<file path="config.mk">
export PLATFORM = sky130hd
export DESIGN_NAME = iso7816_char_transceiver_core
export DESIGN_NICKNAME = d
export VERILOG_FILES = /design/src/rtl/core/isoct_pkg.sv /design/src/rtl/core/iso7816_char_transceiver_core.sv /design/src/rtl/core/isoct_in_stage.sv /design/src/rtl/core/isoct_engine.sv /design/src/rtl/core/isoct_out_stage.sv
export SDC_FILE = /design/constraint.sdc
export NUM_CORES = 1
export LEC_CHECK = 0
export ABC_AREA = 1
export BUFFER_PORTS_ARGS = -buffer_cell sky130_fd_sc_hd__buf_4
export CAP_MARGIN = 25
export CORE_AREA = 5 5 115 198
export DETAILED_ROUTE_END_ITERATION = 10
export DIE_AREA = 0 0 120 203
export HOLD_SLACK_MARGIN = 0.03
export MAX_ROUTING_LAYER = met4
export PLACE_DENSITY = 0.86
export REMOVE_ABC_BUFFERS = 1
export SLEW_MARGIN = 20
export SYNTH_ARGS = -nofsm -noshare
export SYNTH_HDL_FRONTEND = slang
export SYNTH_SLANG_ARGS = --single-unit
</file>
<file path="constraint.sdc">
create_clock -name aclk -period 4.5 [get_ports aclk]
set_input_delay 0.675 -clock aclk [delete_from_list [all_inputs] [get_ports aclk]]
set_output_delay 0.675 -clock aclk [all_outputs]
set_load 0.005 [all_outputs]
</file>
<file path="src/rtl/core/isoct_pkg.sv">
package isoct_pkg;

    localparam int S_TDATA_W = 16;
    localparam int S_TUSER_W = 2;
    localparam int M_TDATA_W = 16;
    localparam int CFG_IDX_W = 2;
    localparam int CFG_DAT_W = 32;

    localparam int FRAME_W = 20;
    localparam int BIT_W   = 4;
    localparam int WAIT_W  = 32;

    localparam logic [15:0] ETU_RESET     = 16'd1664;
    localparam logic [7:0]  OFFSET_RESET  = 8'd10;
    localparam logic [31:0] TIMEOUT_RESET = 32'd0;
    localparam logic        DISCARD_RESET = 1'b1;

    localparam logic [BIT_W-1:0] LAST_DATA_BIT = 4'd8;
    localparam logic [BIT_W-1:0] PARITY_SLOT   = 4'd9;
    localparam logic [BIT_W-1:0] LAST_TX_BIT   = 4'd11;
    localparam logic [7:0]       FALSE_CHAR    = 8'hFF;

    typedef enum logic [1:0] {
        OP_TICK = 2'd0,
        OP_SEND = 2'd1,
        OP_ARM  = 2'd2
    } op_t;

    typedef enum logic [CFG_IDX_W-1:0] {
        CFG_ETU     = 2'd0,
        CFG_OFFSET  = 2'd1,
        CFG_TIMEOUT = 2'd2,
        CFG_DISCARD = 2'd3
    } cfg_idx_t;

    typedef enum logic [1:0] {
        MODE_IDLE = 2'd0,
        MODE_TX   = 2'd1,
        MODE_RX   = 2'd2
    } mode_t;

    typedef struct packed {
        logic [1:0] op;
        logic [7:0] tx_byte;
        logic       line_in;
    } item_t;

    // packed MSB first, so line_out lands in bit 0
    typedef struct packed {
        logic       busy_res;
        logic       rx_timeout;
        logic       rx_parity_ok;
        logic       rx_check_bit;
        logic [7:0] rx_byte;
        logic       rx_valid;
        logic       line_out;
    } res_t;

    typedef struct packed {
        logic [15:0] etu;       // already forced to at least 1
        logic [7:0]  offset;
        logic [31:0] timeout;
        logic        discard;
    } cfg_t;

endpackage

</file>
<file path="src/rtl/core/iso7816_char_transceiver_core.sv">
// Channel   | Ports          | Contents
// ----------+----------------+----------------------------------------------------
// tick in   | s_tvalid/tready| tdata: tx_byte[7:0], line_in[8]; tuser: op[1:0]
// result out| m_tvalid/tready| tdata: line_out, rx_valid, rx_byte, check, ok, ...
// config    | cfg_wr_en      | cfg_index selects register, cfg_wdata holds value
//
// One beat per clock unless results stall; results go via the tick and result registers.
// The tick register feeds the frame engine, which updates its state and the
// result register in the same cycle; each frame compare is one 20-bit equality.
// Reset (aresetn low, synchronous) idles the engine and loads register defaults.
// A stalled result holds; the input stage still takes one more beat, then stalls.
module iso7816_char_transceiver_core
    import isoct_pkg::*;
(
    input  logic                 aclk,
    input  logic                 aresetn,
    input  logic                 s_tvalid,
    output logic                 s_tready,
    input  logic [S_TDATA_W-1:0] s_tdata,   // [7:0] tx_byte, [8] line_in, rest zero
    input  logic [S_TUSER_W-1:0] s_tuser,   // [1:0] op
    output logic                 m_tvalid,
    input  logic                 m_tready,
    output logic [M_TDATA_W-1:0] m_tdata,   // [0] line_out, [1] rx_valid, [9:2] rx_byte,
                                            // [10] rx_check_bit, [11] rx_parity_ok,
                                            // [12] rx_timeout, [13] busy_res
    input  logic                 cfg_wr_en,
    input  logic [CFG_IDX_W-1:0] cfg_index,
    input  logic [CFG_DAT_W-1:0] cfg_wdata
);

    logic [15:0] etu_reg;
    logic [7:0]  offset_reg;
    logic [31:0] timeout_reg;
    logic        discard_reg;
    cfg_t        cfg;

    logic  in_vld;
    item_t item;
    res_t  res;
    logic  out_ready;
    logic  adv;

    assign adv         = in_vld && out_ready;
    assign cfg.etu     = (etu_reg == '0) ? 16'd1 : etu_reg;
    assign cfg.offset  = offset_reg;
    assign cfg.timeout = timeout_reg;
    assign cfg.discard = discard_reg;

    always_ff @(posedge aclk) begin
        if (!aresetn) begin
            etu_reg     <= ETU_RESET;
            offset_reg  <= OFFSET_RESET;
            timeout_reg <= TIMEOUT_RESET;
            discard_reg <= DISCARD_RESET;
        end else if (cfg_wr_en) begin
            unique case (cfg_idx_t'(cfg_index))
                CFG_ETU:     etu_reg     <= cfg_wdata[15:0];
                CFG_OFFSET:  offset_reg  <= cfg_wdata[7:0];
                CFG_TIMEOUT: timeout_reg <= cfg_wdata[31:0];
                CFG_DISCARD: discard_reg <= cfg_wdata[0];
                default:     etu_reg     <= etu_reg;
            endcase
        end
    end

    isoct_in_stage u_in (
        .aclk     (aclk),
        .aresetn  (aresetn),
        .s_tvalid (s_tvalid),
        .s_tready (s_tready),
        .s_tdata  (s_tdata),
        .s_tuser  (s_tuser),
        .adv      (adv),
        .vld      (in_vld),
        .item     (item)
    );

    isoct_engine u_engine (
        .aclk    (aclk),
        .aresetn (aresetn),
        .adv     (adv),
        .item    (item),
        .cfg     (cfg),
        .res     (res)
    );

    isoct_out_stage u_out (
        .aclk     (aclk),
        .aresetn  (aresetn),
        .load     (adv),
        .res      (res),
        .ready    (out_ready),
        .m_tvalid (m_tvalid),
        .m_tready (m_tready),
        .m_tdata  (m_tdata)
    );

endmodule

</file>
<file path="src/rtl/core/isoct_in_stage.sv">
module isoct_in_stage
    import isoct_pkg::*;
(
    input  logic                 aclk,
    input  logic                 aresetn,
    input  logic                 s_tvalid,
    output logic                 s_tready,
    input  logic [S_TDATA_W-1:0] s_tdata,
    input  logic [S_TUSER_W-1:0] s_tuser,
    input  logic                 adv,
    output logic                 vld,
    output item_t                item
);

    logic  vld_reg;
    logic  vld_next;
    item_t item_reg;
    logic  load;

    assign s_tready = !vld_reg || adv;
    assign load     = s_tvalid && s_tready;
    assign vld_next = load || (vld_reg && !adv);
    assign vld      = vld_reg;
    assign item     = item_reg;

    always_ff @(posedge aclk) begin
        if (!aresetn) begin
            vld_reg <= 1'b0;
        end else begin
            vld_reg <= vld_next;
        end
    end

    always_ff @(posedge aclk) begin
        if (load) begin
            item_reg.op      <= s_tuser;
            item_reg.tx_byte <= s_tdata[7:0];
            item_reg.line_in <= s_tdata[8];
        end
    end

endmodule

</file>
<file path="src/rtl/core/isoct_engine.sv">
module isoct_engine
    import isoct_pkg::*;
(
    input  logic  aclk,
    input  logic  aresetn,
    input  logic  adv,
    input  item_t item,
    input  cfg_t  cfg,
    output res_t  res
);

    mode_t              mode_reg, mode_next;
    logic [FRAME_W-1:0] frame_reg, frame_next;
    logic [FRAME_W-1:0] target_reg, target_next;
    logic [BIT_W-1:0]   bit_reg, bit_next;
    logic [7:0]         shift_reg, shift_next;
    logic               parity_reg, parity_next;
    logic               armed_reg, armed_next;
    logic               first_reg, first_next;
    logic [WAIT_W-1:0]  wait_reg, wait_next;

    logic [FRAME_W-1:0] etu20;
    logic [FRAME_W-1:0] frame_inc;
    logic [WAIT_W-1:0]  wait_base;
    logic [WAIT_W-1:0]  wait_inc;
    logic [BIT_W-1:0]   tx_sel;
    logic               armed_now;
    logic               drop;

    assign etu20     = {{(FRAME_W-16){1'b0}}, cfg.etu};
    assign frame_inc = frame_reg + {{(FRAME_W-1){1'b0}}, 1'b1};
    assign tx_sel    = bit_reg - {{(BIT_W-1){1'b0}}, 1'b1};
    assign wait_base = (item.op == OP_ARM) ? '0 : wait_reg;
    assign wait_inc  = (&wait_base) ? wait_base : wait_base + {{(WAIT_W-1){1'b0}}, 1'b1};
    assign armed_now = armed_reg || (item.op == OP_ARM);
    assign drop      = cfg.discard && first_reg && (shift_reg == FALSE_CHAR) && parity_reg;

    always_ff @(posedge aclk) begin
        if (!aresetn) begin
            mode_reg   <= MODE_IDLE;
            frame_reg  <= '0;
            target_reg <= '0;
            bit_reg    <= '0;
            shift_reg  <= '0;
            parity_reg <= 1'b0;
            armed_reg  <= 1'b0;
            first_reg  <= 1'b0;
            wait_reg   <= '0;
        end else if (adv) begin
            mode_reg   <= mode_next;
            frame_reg  <= frame_next;
            target_reg <= target_next;
            bit_reg    <= bit_next;
            shift_reg  <= shift_next;
            parity_reg <= parity_next;
            armed_reg  <= armed_next;
            first_reg  <= first_next;
            wait_reg   <= wait_next;
        end
    end

    always_comb begin
        mode_next   = mode_reg;
        frame_next  = frame_reg;
        target_next = target_reg;
        bit_next    = bit_reg;
        shift_next  = shift_reg;
        parity_next = parity_reg;
        armed_next  = armed_reg;
        first_next  = first_reg;
        wait_next   = wait_reg;
        res          = '0;
        res.line_out = 1'b1;

        unique case (mode_reg)
            MODE_IDLE: begin
                if (item.op == OP_SEND) begin
                    // first tick of the frame already drives the start bit
                    res.busy_res = 1'b1;
                    res.line_out = 1'b0;
                    mode_next    = MODE_TX;
                    shift_next   = item.tx_byte;
                    parity_next  = ^item.tx_byte;
                    frame_next   = {{(FRAME_W-1){1'b0}}, 1'b1};
                    bit_next     = '0;
                    target_next  = etu20;
                    if (etu20 == {{(FRAME_W-1){1'b0}}, 1'b1}) begin
                        bit_next    = {{(BIT_W-1){1'b0}}, 1'b1};
                        target_next = etu20 + etu20;
                    end
                end else begin
                    if (item.op == OP_ARM) begin
                        armed_next = 1'b1;
                        wait_next  = '0;
                        first_next = 1'b1;
                    end
                    if (armed_now) begin
                        if (!item.line_in) begin
                            // start edge: this tick is frame tick 0
                            res.busy_res = 1'b1;
                            mode_next    = MODE_RX;
                            frame_next   = '0;
                            bit_next     = '0;
                            shift_next   = '0;
                            parity_next  = 1'b0;
                            target_next  = {{(FRAME_W-8){1'b0}}, cfg.offset} + etu20;
                        end else begin
                            wait_next = wait_inc;
                            if ((cfg.timeout != '0) && (wait_inc > cfg.timeout)) begin
                                res.rx_timeout = 1'b1;
                                armed_next     = 1'b0;
                            end
                        end
                    end
                end
            end
            MODE_TX: begin
                res.busy_res = 1'b1;
                if (bit_reg == '0) begin
                    res.line_out = 1'b0;
                end else if (bit_reg <= LAST_DATA_BIT) begin
                    res.line_out = shift_reg[tx_sel[2:0]];
                end else if (bit_reg == PARITY_SLOT) begin
                    res.line_out = parity_reg;
                end else begin
                    res.line_out = 1'b1;
                end
                frame_next = frame_inc;
                if (frame_inc == target_reg) begin
                    if (bit_reg == LAST_TX_BIT) begin
                        mode_next  = MODE_IDLE;
                        bit_next   = '0;
                        frame_next = '0;
                    end else begin
                        bit_next    = bit_reg + {{(BIT_W-1){1'b0}}, 1'b1};
                        target_next = target_reg + etu20;
                    end
                end
            end
            MODE_RX: begin
                res.busy_res = 1'b1;
                frame_next   = frame_inc;
                if (frame_inc == target_reg) begin
                    if (bit_reg < LAST_DATA_BIT) begin
                        shift_next[bit_reg[2:0]] = item.line_in;
                        bit_next    = bit_reg + {{(BIT_W-1){1'b0}}, 1'b1};
                        target_next = target_reg + etu20;
                    end else if (bit_reg == LAST_DATA_BIT) begin
                        // check bit; the frame closes two ETU later
                        parity_next = item.line_in;
                        bit_next    = PARITY_SLOT;
                        target_next = target_reg + etu20 + etu20;
                    end else begin
                        if (!drop) begin
                            res.rx_valid     = 1'b1;
                            res.rx_byte      = shift_reg;
                            res.rx_check_bit = parity_reg;
                            res.rx_parity_ok = (parity_reg == ^shift_reg);
                            first_next       = 1'b0;
                        end
                        mode_next  = MODE_IDLE;
                        bit_next   = '0;
                        frame_next = '0;
                    end
                end
            end
            default: begin
                mode_next = MODE_IDLE;
            end
        endcase
    end

endmodule

</file>
<file path="src/rtl/core/isoct_out_stage.sv">
module isoct_out_stage
    import isoct_pkg::*;
(
    input  logic                 aclk,
    input  logic                 aresetn,
    input  logic                 load,
    input  res_t                 res,
    output logic                 ready,
    output logic                 m_tvalid,
    input  logic                 m_tready,
    output logic [M_TDATA_W-1:0] m_tdata
);

    logic vld_reg;
    logic vld_next;
    res_t res_reg;

    assign ready    = !vld_reg || m_tready;
    assign vld_next = load || (vld_reg && !m_tready);
    assign m_tvalid = vld_reg;
    assign m_tdata  = {{(M_TDATA_W-$bits(res_t)){1'b0}}, res_reg};

    always_ff @(posedge aclk) begin
        if (!aresetn) begin
            vld_reg <= 1'b0;
        end else begin
            vld_reg <= vld_next;
        end
    end

    always_ff @(posedge aclk) begin
        if (load) begin
            res_reg <= res;
        end
    end

endmodule

</file>
Yosys cells after proc, flatten, opt, wreduce, memory -nomap -nowiden
Cells that the tools add are included.
Widths: inputs -> output; s select.
{"block": "word_totals", "regBits": 173, "in_bits": 57, "output_inout_bits": 18, "wordCells": 201}
{"block": "classes", "n_addsub": 8, "magnitude_cmp": 6, "n_eq_ne": 28, "n_mux": 84, "bitwise": 6, "n_reduce_logical": 44}
{"operator": "$mux 20", "n": 17}
{"operator": "$mux 32", "n": 4}
{"operator": "$pmux 20 s3", "n": 2}
{"operator": "$add 20x16->20", "n": 2}
{"operator": "$mux 8", "n": 5}
{"operator": "$add 32x1->32 const B", "n": 1}
{"operator": "$gt 32x32->1", "n": 1}
{"operator": "$mux 4", "n": 8}
{"operator": "$reduce_and 32->1", "n": 1}
{"operator": "$reduce_bool 32->1", "n": 1}
{"operator": "$mux 1", "n": 28}
{"operator": "$reduce_and 8->1", "n": 3}
{"operator": "$add 20x1->20 const B", "n": 1}
{"operator": "$eq 20x20->1", "n": 1}
{"operator": "$mux 2", "n": 9}
{"operator": "$add 16x16->17", "n": 1}
{"operator": "$add 8x16->17", "n": 1}
{"operator": "$eq 16x1->1 const B", "n": 1}
{"operator": "$logic_not 16->1", "n": 1}
{"operator": "$mux 16", "n": 1}
{"operator": "$pmux 8 s2", "n": 1}
{"operator": "$reduce_xor 8->1", "n": 2}
{"operator": "$eq 4x4->1 const B", "n": 3}
{"operator": "$ne 2x1->1 const B", "n": 6}
{"operator": "35 further kinds", "n": 75}

Longest topological paths before layout
{"block": "depth", "ltp_word": 11, "ltp_mapped": 31, "ltp_nobuf": 30}

Cells and area by module
Synthesis repeated with hierarchy kept, for this count alone.
{"block": "unflattened", "cells_unflattened": 2123, "area_unflattened_um2": 13411.6}
{"module": "isoct_engine", "n_inst": 1, "cells_per_inst": 1795, "area_per_inst_um2": 10395.0, "seq_area_each_um2": 1781.7}
{"module": "iso7816_char_transceiver_core", "n_inst": 1, "cells_per_inst": 287, "area_per_inst_um2": 2149.6, "seq_area_each_um2": 1141.1}
{"module": "isoct_out_stage", "n_inst": 1, "cells_per_inst": 23, "area_per_inst_um2": 485.5, "seq_area_each_um2": 440.4}
{"module": "isoct_in_stage", "n_inst": 1, "cells_per_inst": 18, "area_per_inst_um2": 381.6, "seq_area_each_um2": 350.3}

Worst setup path before layout
OpenSTA, ideal clock, no wires.
{"block": "synth_timing", "path_type": "register -> register", "from": "register etu_reg[8]", "to": "register u_engine.target_reg[19]", "setup_ns": 0.128, "arrival_ns": 3.847, "t_required_ns": 4.372, "path_slack_ns": 0.526, "path_stages_with_launch": 31, "path_buffers": 1, "period_less_slack_ns": 3.974, "cell_sequence": "dfxtp_1 > buf_2 > inv_1 > nand4_1 > nor2_1 > a41oi_1 > inv_1 > ha_1 > fa_1 > nand3_1 > nand2_1 > nand2_1 > nand2_1 > a31o_2 > nand2_1 > nand2_1 > xor2_1 > ha_1 > nand2_1 > nor4_1 > nand2_1 > nand2_1 > nand4_1 > nand2_1 > nand3_1 > nand2_1 > nor2_1 > nor2_1 > nor2_1 > nor2_1 > nor2_1"}
{"block": "synth_between", "elab_chain_cells": 8, "word_cells_on_any_way": 10, "classes_between": "add/sub: 2; mux: 7; reduce/logical: 1"}
{"item": "start: declaration", "line": "iso7816_char_transceiver_core.sv:31", "text": "logic [15:0] etu_reg;"}
{"item": "start signal: assignment", "line": "iso7816_char_transceiver_core.sv:57", "text": "CFG_ETU: etu_reg <= cfg_wdata[15:0];"}
{"item": "start signal: assignment", "line": "iso7816_char_transceiver_core.sv:61", "text": "default: etu_reg <= etu_reg;"}
{"item": "$logic_not 16->1", "line": "iso7816_char_transceiver_core.sv:44", "text": "assign cfg.etu = (etu_reg == '0) ? 16'd1 : etu_reg;"}
{"item": "$mux 16 (*)", "line": "iso7816_char_transceiver_core.sv:44"}
{"item": "$add 20x16->20", "line": "isoct_engine.sv:136, isoct_engine.sv:147, isoct_engine.sv:152"}
{"item": "$add 20x16->20", "line": "isoct_engine.sv:152", "text": "target_next = target_reg + etu20 + etu20;"}
{"item": "$mux 20", "line": "isoct_engine.sv:148", "text": "end else if (bit_reg == LAST_DATA_BIT) begin"}
{"item": "$mux 20", "line": "isoct_engine.sv:144", "text": "if (bit_reg < LAST_DATA_BIT) begin"}
{"item": "$mux 20", "line": "isoct_engine.sv:143", "text": "if (frame_inc == target_reg) begin"}
{"item": "$pmux 20 s3 (*)", "line": "isoct_engine.sv:75", "text": "unique case (mode_reg)"}
{"item": "end signal: assignment", "line": "isoct_engine.sv:52", "text": "target_reg <= target_next;"}
{"item": "end: declaration", "line": "isoct_engine.sv:14", "text": "logic [FRAME_W-1:0] target_reg, target_next;"}
Mark *: on every way between the ends. The rest lies on a longest branch, timed or not. The select of a mux whose other input is x is not followed.
A chain may end at the register's enable or synchronous reset.

Final worst setup path
{"block": "layout_timing", "from": "register etu_reg[13]", "to": "register u_engine.target_reg[17]"}
Same word-level chain as after synthesis.

==> impl_metrics.prom <==
# TYPE chip_impl_metric gauge
chip_impl_metric{name="worst_slew_margin_rel",unit=""} 0.352
chip_impl_info{name="hold_path_startpoint",value="s_tuser[0]"} 1
chip_impl_metric{name="synth.lib_cells_used.distinct",unit=""} 58
chip_impl_metric{name="maximum_number_of_pins_on_one_net_before_global_route_repair",unit=""} 84
chip_impl_metric{name="cell_depth_of_the_worst_min_delay_path",unit=""} 1
chip_impl_metric{name="cts.clk_slew.worst_paths",unit="ns"} 0.07
chip_impl_metric{name="ys_async_sr_fraction",unit=""} 0
chip_impl_metric{name="finalClockSkew",unit="ns"} 0.0102
chip_impl_metric{name="drt_first_pass_iters",unit=""} 7
chip_impl_metric{name="placementRows",unit=""} 70
chip_impl_metric{name="drt.antenna.violating_nets",unit=""} 0
chip_impl_metric{name="routed_wire_length_per_instance",unit="microns"} 17.6
chip_impl_info{name="tritoncts_clock_tree",value="done"} 1
chip_impl_metric{name="antennaDiodeCount",unit=""} 0
chip_impl_metric{name="critical-path-max-stage-delay",unit="ns"} 0.36
chip_impl_metric{name="post-synth-top-area-fraction",unit=""} 0.229
chip_impl_metric{name="yosys_warnings",unit=""} 0
chip_impl_metric{name="r2r_setup_slack",unit="ns"} 0.31
chip_impl_metric{name="synth.avg_cell_area",unit="sq um"} 6.53
chip_impl_metric{name="io_buffer_count",unit=""} 65
chip_impl_metric{name="detailedPlacementHpwl",unit="microns"} 31000
chip_impl_metric{name="synth.ff_latch_count",unit=""} 173
chip_impl_metric{name="core",unit="sq um"} 20900
chip_impl_metric{name="timing.final.crit_share",unit=""} 0.931
chip_impl_info{name="min_delay_worst_endpoint",value="u_in.item[9]$_DFFE_PP_"} 1
chip_impl_info{name="timing.critical_path.to_type",value="register"} 1
chip_impl_metric{name="die_width",unit="microns"} 120
chip_impl_metric{name="max_cap_violation_count",unit=""} 0
chip_impl_info{name="postSynth.topFlopCell",value="dfxtp_1"} 1
chip_impl_metric{name="mapped_cells",unit=""} 1983
chip_impl_metric{name="first_global_vias",unit=""} 13100
chip_impl_info{name="rr_startpoint",value="etu_reg[13]$_SDFFE_PN0P_"} 1
chip_impl_metric{name="worst_pin_slew",unit="ns"} 0.970
chip_impl_metric{name="count_of_clock_tree_sinks",unit=""} 173
chip_impl_metric{name="max_freq",unit="MHz"} 239
chip_impl_info{name="type_of_the_most_critical_hold_path",value="in -> reg"} 1
chip_impl_metric{name="power_density",unit="nW/um^2"} 291
chip_impl_metric{name="clock_tree.buffer_depth",unit=""} 2
chip_impl_metric{name="footprint_of_the_multi_input_gates",unit="sq um"} 8070
chip_impl_metric{name="worst-path-buf-inv",unit=""} 2
chip_impl_metric{name="floorplan.io_pins",unit=""} 75
chip_impl_info{name="layout_common_cells",value="461 x nand2_1, 221 x inv_1, 220 x nor2_1"} 1
chip_impl_metric{name="initial_core_util",unit=""} 0.619
chip_impl_metric{name="worst_r2r_path_depth",unit=""} 30
chip_impl_info{name="cts.root.buffer_cell",value="clkbuf_16"} 1
chip_impl_metric{name="final_hold_viol_count",unit=""} 0
chip_impl_metric{name="worst_ep_arrival_time",unit="ns"} 4.56
chip_impl_info{name="crit_slowest_cell",value="ha_1"} 1
chip_impl_metric{name="vias_per_cell",unit=""} 5.87
chip_impl_metric{name="number_of_enable_type_register_cells_in_the_synthesized_netlist",unit=""} 25
chip_impl_info{name="timing.rr.end",value="u_engine.target_reg[17]$_SDFFE_PN0P_"} 1
chip_impl_metric{name="area_growth_syn_to_layout",unit="%"} 11.0
chip_impl_info{name="layout_commonest_cell",value="nand2_1"} 1
chip_impl_metric{name="cts-htree-levels",unit=""} 4
chip_impl_metric{name="detailroute.via_count",unit=""} 13500
chip_impl_info{name="crit_type",value="reg -> reg"} 1
chip_impl_metric{name="cts_post_setup_buffers_inserted",unit=""} 0
chip_impl_metric{name="finalWeightedCongestion",unit=""} 1.01
chip_impl_metric{name="cts_buffers",unit=""} 17
chip_impl_metric{name="ff_latch_area",unit="sq um"} 3710
chip_impl_metric{name="die_h",unit="microns"} 203
chip_impl_info{name="cp_common_cell",value="nand2_1"} 1
chip_impl_metric{name="finalMaxSlewViolations",unit=""} 0
chip_impl_metric{name="globalRouteOverflowTotal",unit=""} 0
chip_impl_info{name="yosys-top-cells-area",value="dfxtp_1 23%, nand2_1 13%, ha_1 8.3%, a21oi_1 7.8%, inv_1 6.4%"} 1
chip_impl_metric{name="final_layout_size_suffix_gt1_frac",unit=""} 0.0886
chip_impl_metric{name="min_cycle_time_layout",unit="ns"} 4.19
chip_impl_metric{name="detail_route.wirelength",unit="microns"} 40300
chip_impl_metric{name="drcViolationCount",unit=""} 0
chip_impl_info{name="grt_setup_unrepaired",value="true"} 1
chip_impl_info{name="outcome",value="finished, final reports clean"} 1
chip_impl_metric{name="drtIter0Drc",unit=""} 955
chip_impl_metric{name="ys_seq_area_frac",unit=""} 0.287
chip_impl_metric{name="grt_antenna_before_repair",unit=""} 0
chip_impl_metric{name="nFillCells",unit=""} 1845
chip_impl_metric{name="nNetsFinal",unit=""} 2176
chip_impl_metric{name="power.ir.vdd_worst",unit="mV"} 0.344
chip_impl_info{name="post-synth-top-area-cell",value="dfxtp_1"} 1
chip_impl_metric{name="die_area",unit="sq um"} 24400
chip_impl_metric{name="clock_insertion_delay_worst_skew",unit="ns"} 0.45
chip_impl_metric{name="power.total",unit="W"} 0.00418
chip_impl_metric{name="p_leak",unit="nW"} 6.25
chip_impl_metric{name="crit_required",unit="ns"} 4.87
chip_impl_metric{name="grt_first_pass_wirelength",unit="microns"} 63300
chip_impl_metric{name="crit_path_max_fanout",unit=""} 5
chip_impl_info{name="crit_path_start_kind",value="register"} 1
chip_impl_metric{name="setup_viol",unit=""} 0
chip_impl_metric{name="grt.total_usage",unit=""} 0.336
chip_impl_metric{name="post_synth_instance_area",unit="sq um"} 13000
chip_impl_info{name="cpLargestDelayFamily",value="simple AND/OR/NAND/NOR gates"} 1
chip_impl_metric{name="utilization",unit=""} 0.687
==> cell usage after synthesis, types with 6 or more instances <==
cell type / number
nand2_1: 463
inv_1: 222
nor2_1: 221
a21oi_1: 201
dfxtp_1: 148
o21ai_0: 119
nand3_1: 108
ha_1: 86
clkbuf_1: 64
xor2_1: 48
nand4_1: 37
nor3_1: 36
edfxtp_1: 25
xnor2_1: 24
o211ai_1: 20
o21ai_1: 18
o22ai_1: 12
a31oi_1: 10
buf_2: 10
nor4_1: 10
nand3b_1: 7
a221oi_1: 6
==> logic make-up after synthesis <==
kind of cell    share of synthesized area
compound gates                      0.186
xor+xnor                           0.0504
fa+ha+maj                          0.0877
buf+inv                            0.0935
flops                               0.287
other cells                      0.000290
simple gates                        0.295
==> per-layer routing <==
layer	vias up	wire length (microns)	GRT usage
li1	6694	-	-
met1	6066	13600	0.309
met2	531	21100	0.608
met3	178	1860	0.0376
met4	0	3750	0.283
met5	-	0	-
==> per-stage QoR <==
step	cells	setup slack, ns	hold WS (ns)	instance area, sq um	TNS, ns
after floorplan	1903	0.431	0.423	12600	0
after global placement	2263	0.248	0.435	13700	0
after detailed placement	2263	0.177	0.457	13700	0
after CTS	2295	0.116	0.393	14300	0
after global routing	2295	-0.0494	0.394	14400	-0.0494
final	2295	0.312	0.400	14400	0
==> worst reg2reg max path, delay by kind of cell (launching register included) <==
| kind | cells | cell delay (ns) |
|---|---|---|
| compound gates | 2 | 0.50 |
| flops | 1 | 0.34 |
| buf+inv | 2 | 0.17 |
| simple gates | 22 | 2.03 |
| xor+xnor | 1 | 0.17 |
| fa+ha+maj | 3 | 0.90 |
==> how the worst max path moves through the flow <==
| stage | startpoint | endpoint | slack, ns | cells after the start |
|---|---|---|---|---|
| after floorplan | u_in.item[10]$_DFFE_PP_ | u_engine.armed_reg$_SDFFE_PN0P_ | 0.43 | 23 |
| after global placement | etu_reg[13]$_SDFFE_PN0P_ | u_engine.target_reg[17]$_SDFFE_PN0P_ | 0.25 | 30 |
| after detailed placement | etu_reg[13]$_SDFFE_PN0P_ | u_engine.target_reg[17]$_SDFFE_PN0P_ | 0.18 | 30 |
| after CTS | etu_reg[13]$_SDFFE_PN0P_ | u_engine.target_reg[17]$_SDFFE_PN0P_ | 0.12 | 30 |
| after global routing | etu_reg[13]$_SDFFE_PN0P_ | u_engine.target_reg[17]$_SDFFE_PN0P_ | -0.05 | 30 |
| final | etu_reg[13]$_SDFFE_PN0P_ | u_engine.target_reg[17]$_SDFFE_PN0P_ | 0.31 | 30 |
==> power breakdown <==
group	switching [W]	internal, W
Clock	0.000696	0.000860
Combinational	0.000609	0.000324
Sequential	0.0000546	0.00164
==> cell type report <==
class | instances | area share
well taps | 252 | 0.0219
multi-input cells | 1498 | 0.561
flip-flops and latches | 173 | 0.258
clock buffers | 19 | 0.0315
inverters | 232 | 0.0606
clock inverters | 13 | 0.0104
repair buffers | 108 | 0.0564
==> timing repair <==
| item | CTS | global route |
|---|---|---|
| setup endpoints to repair | 0 | 11 |
| gates resized for setup | 0 | 9 |
| hold buffers | 0 | 0 |
Note: power is estimated with default switching activity, not from simulation.
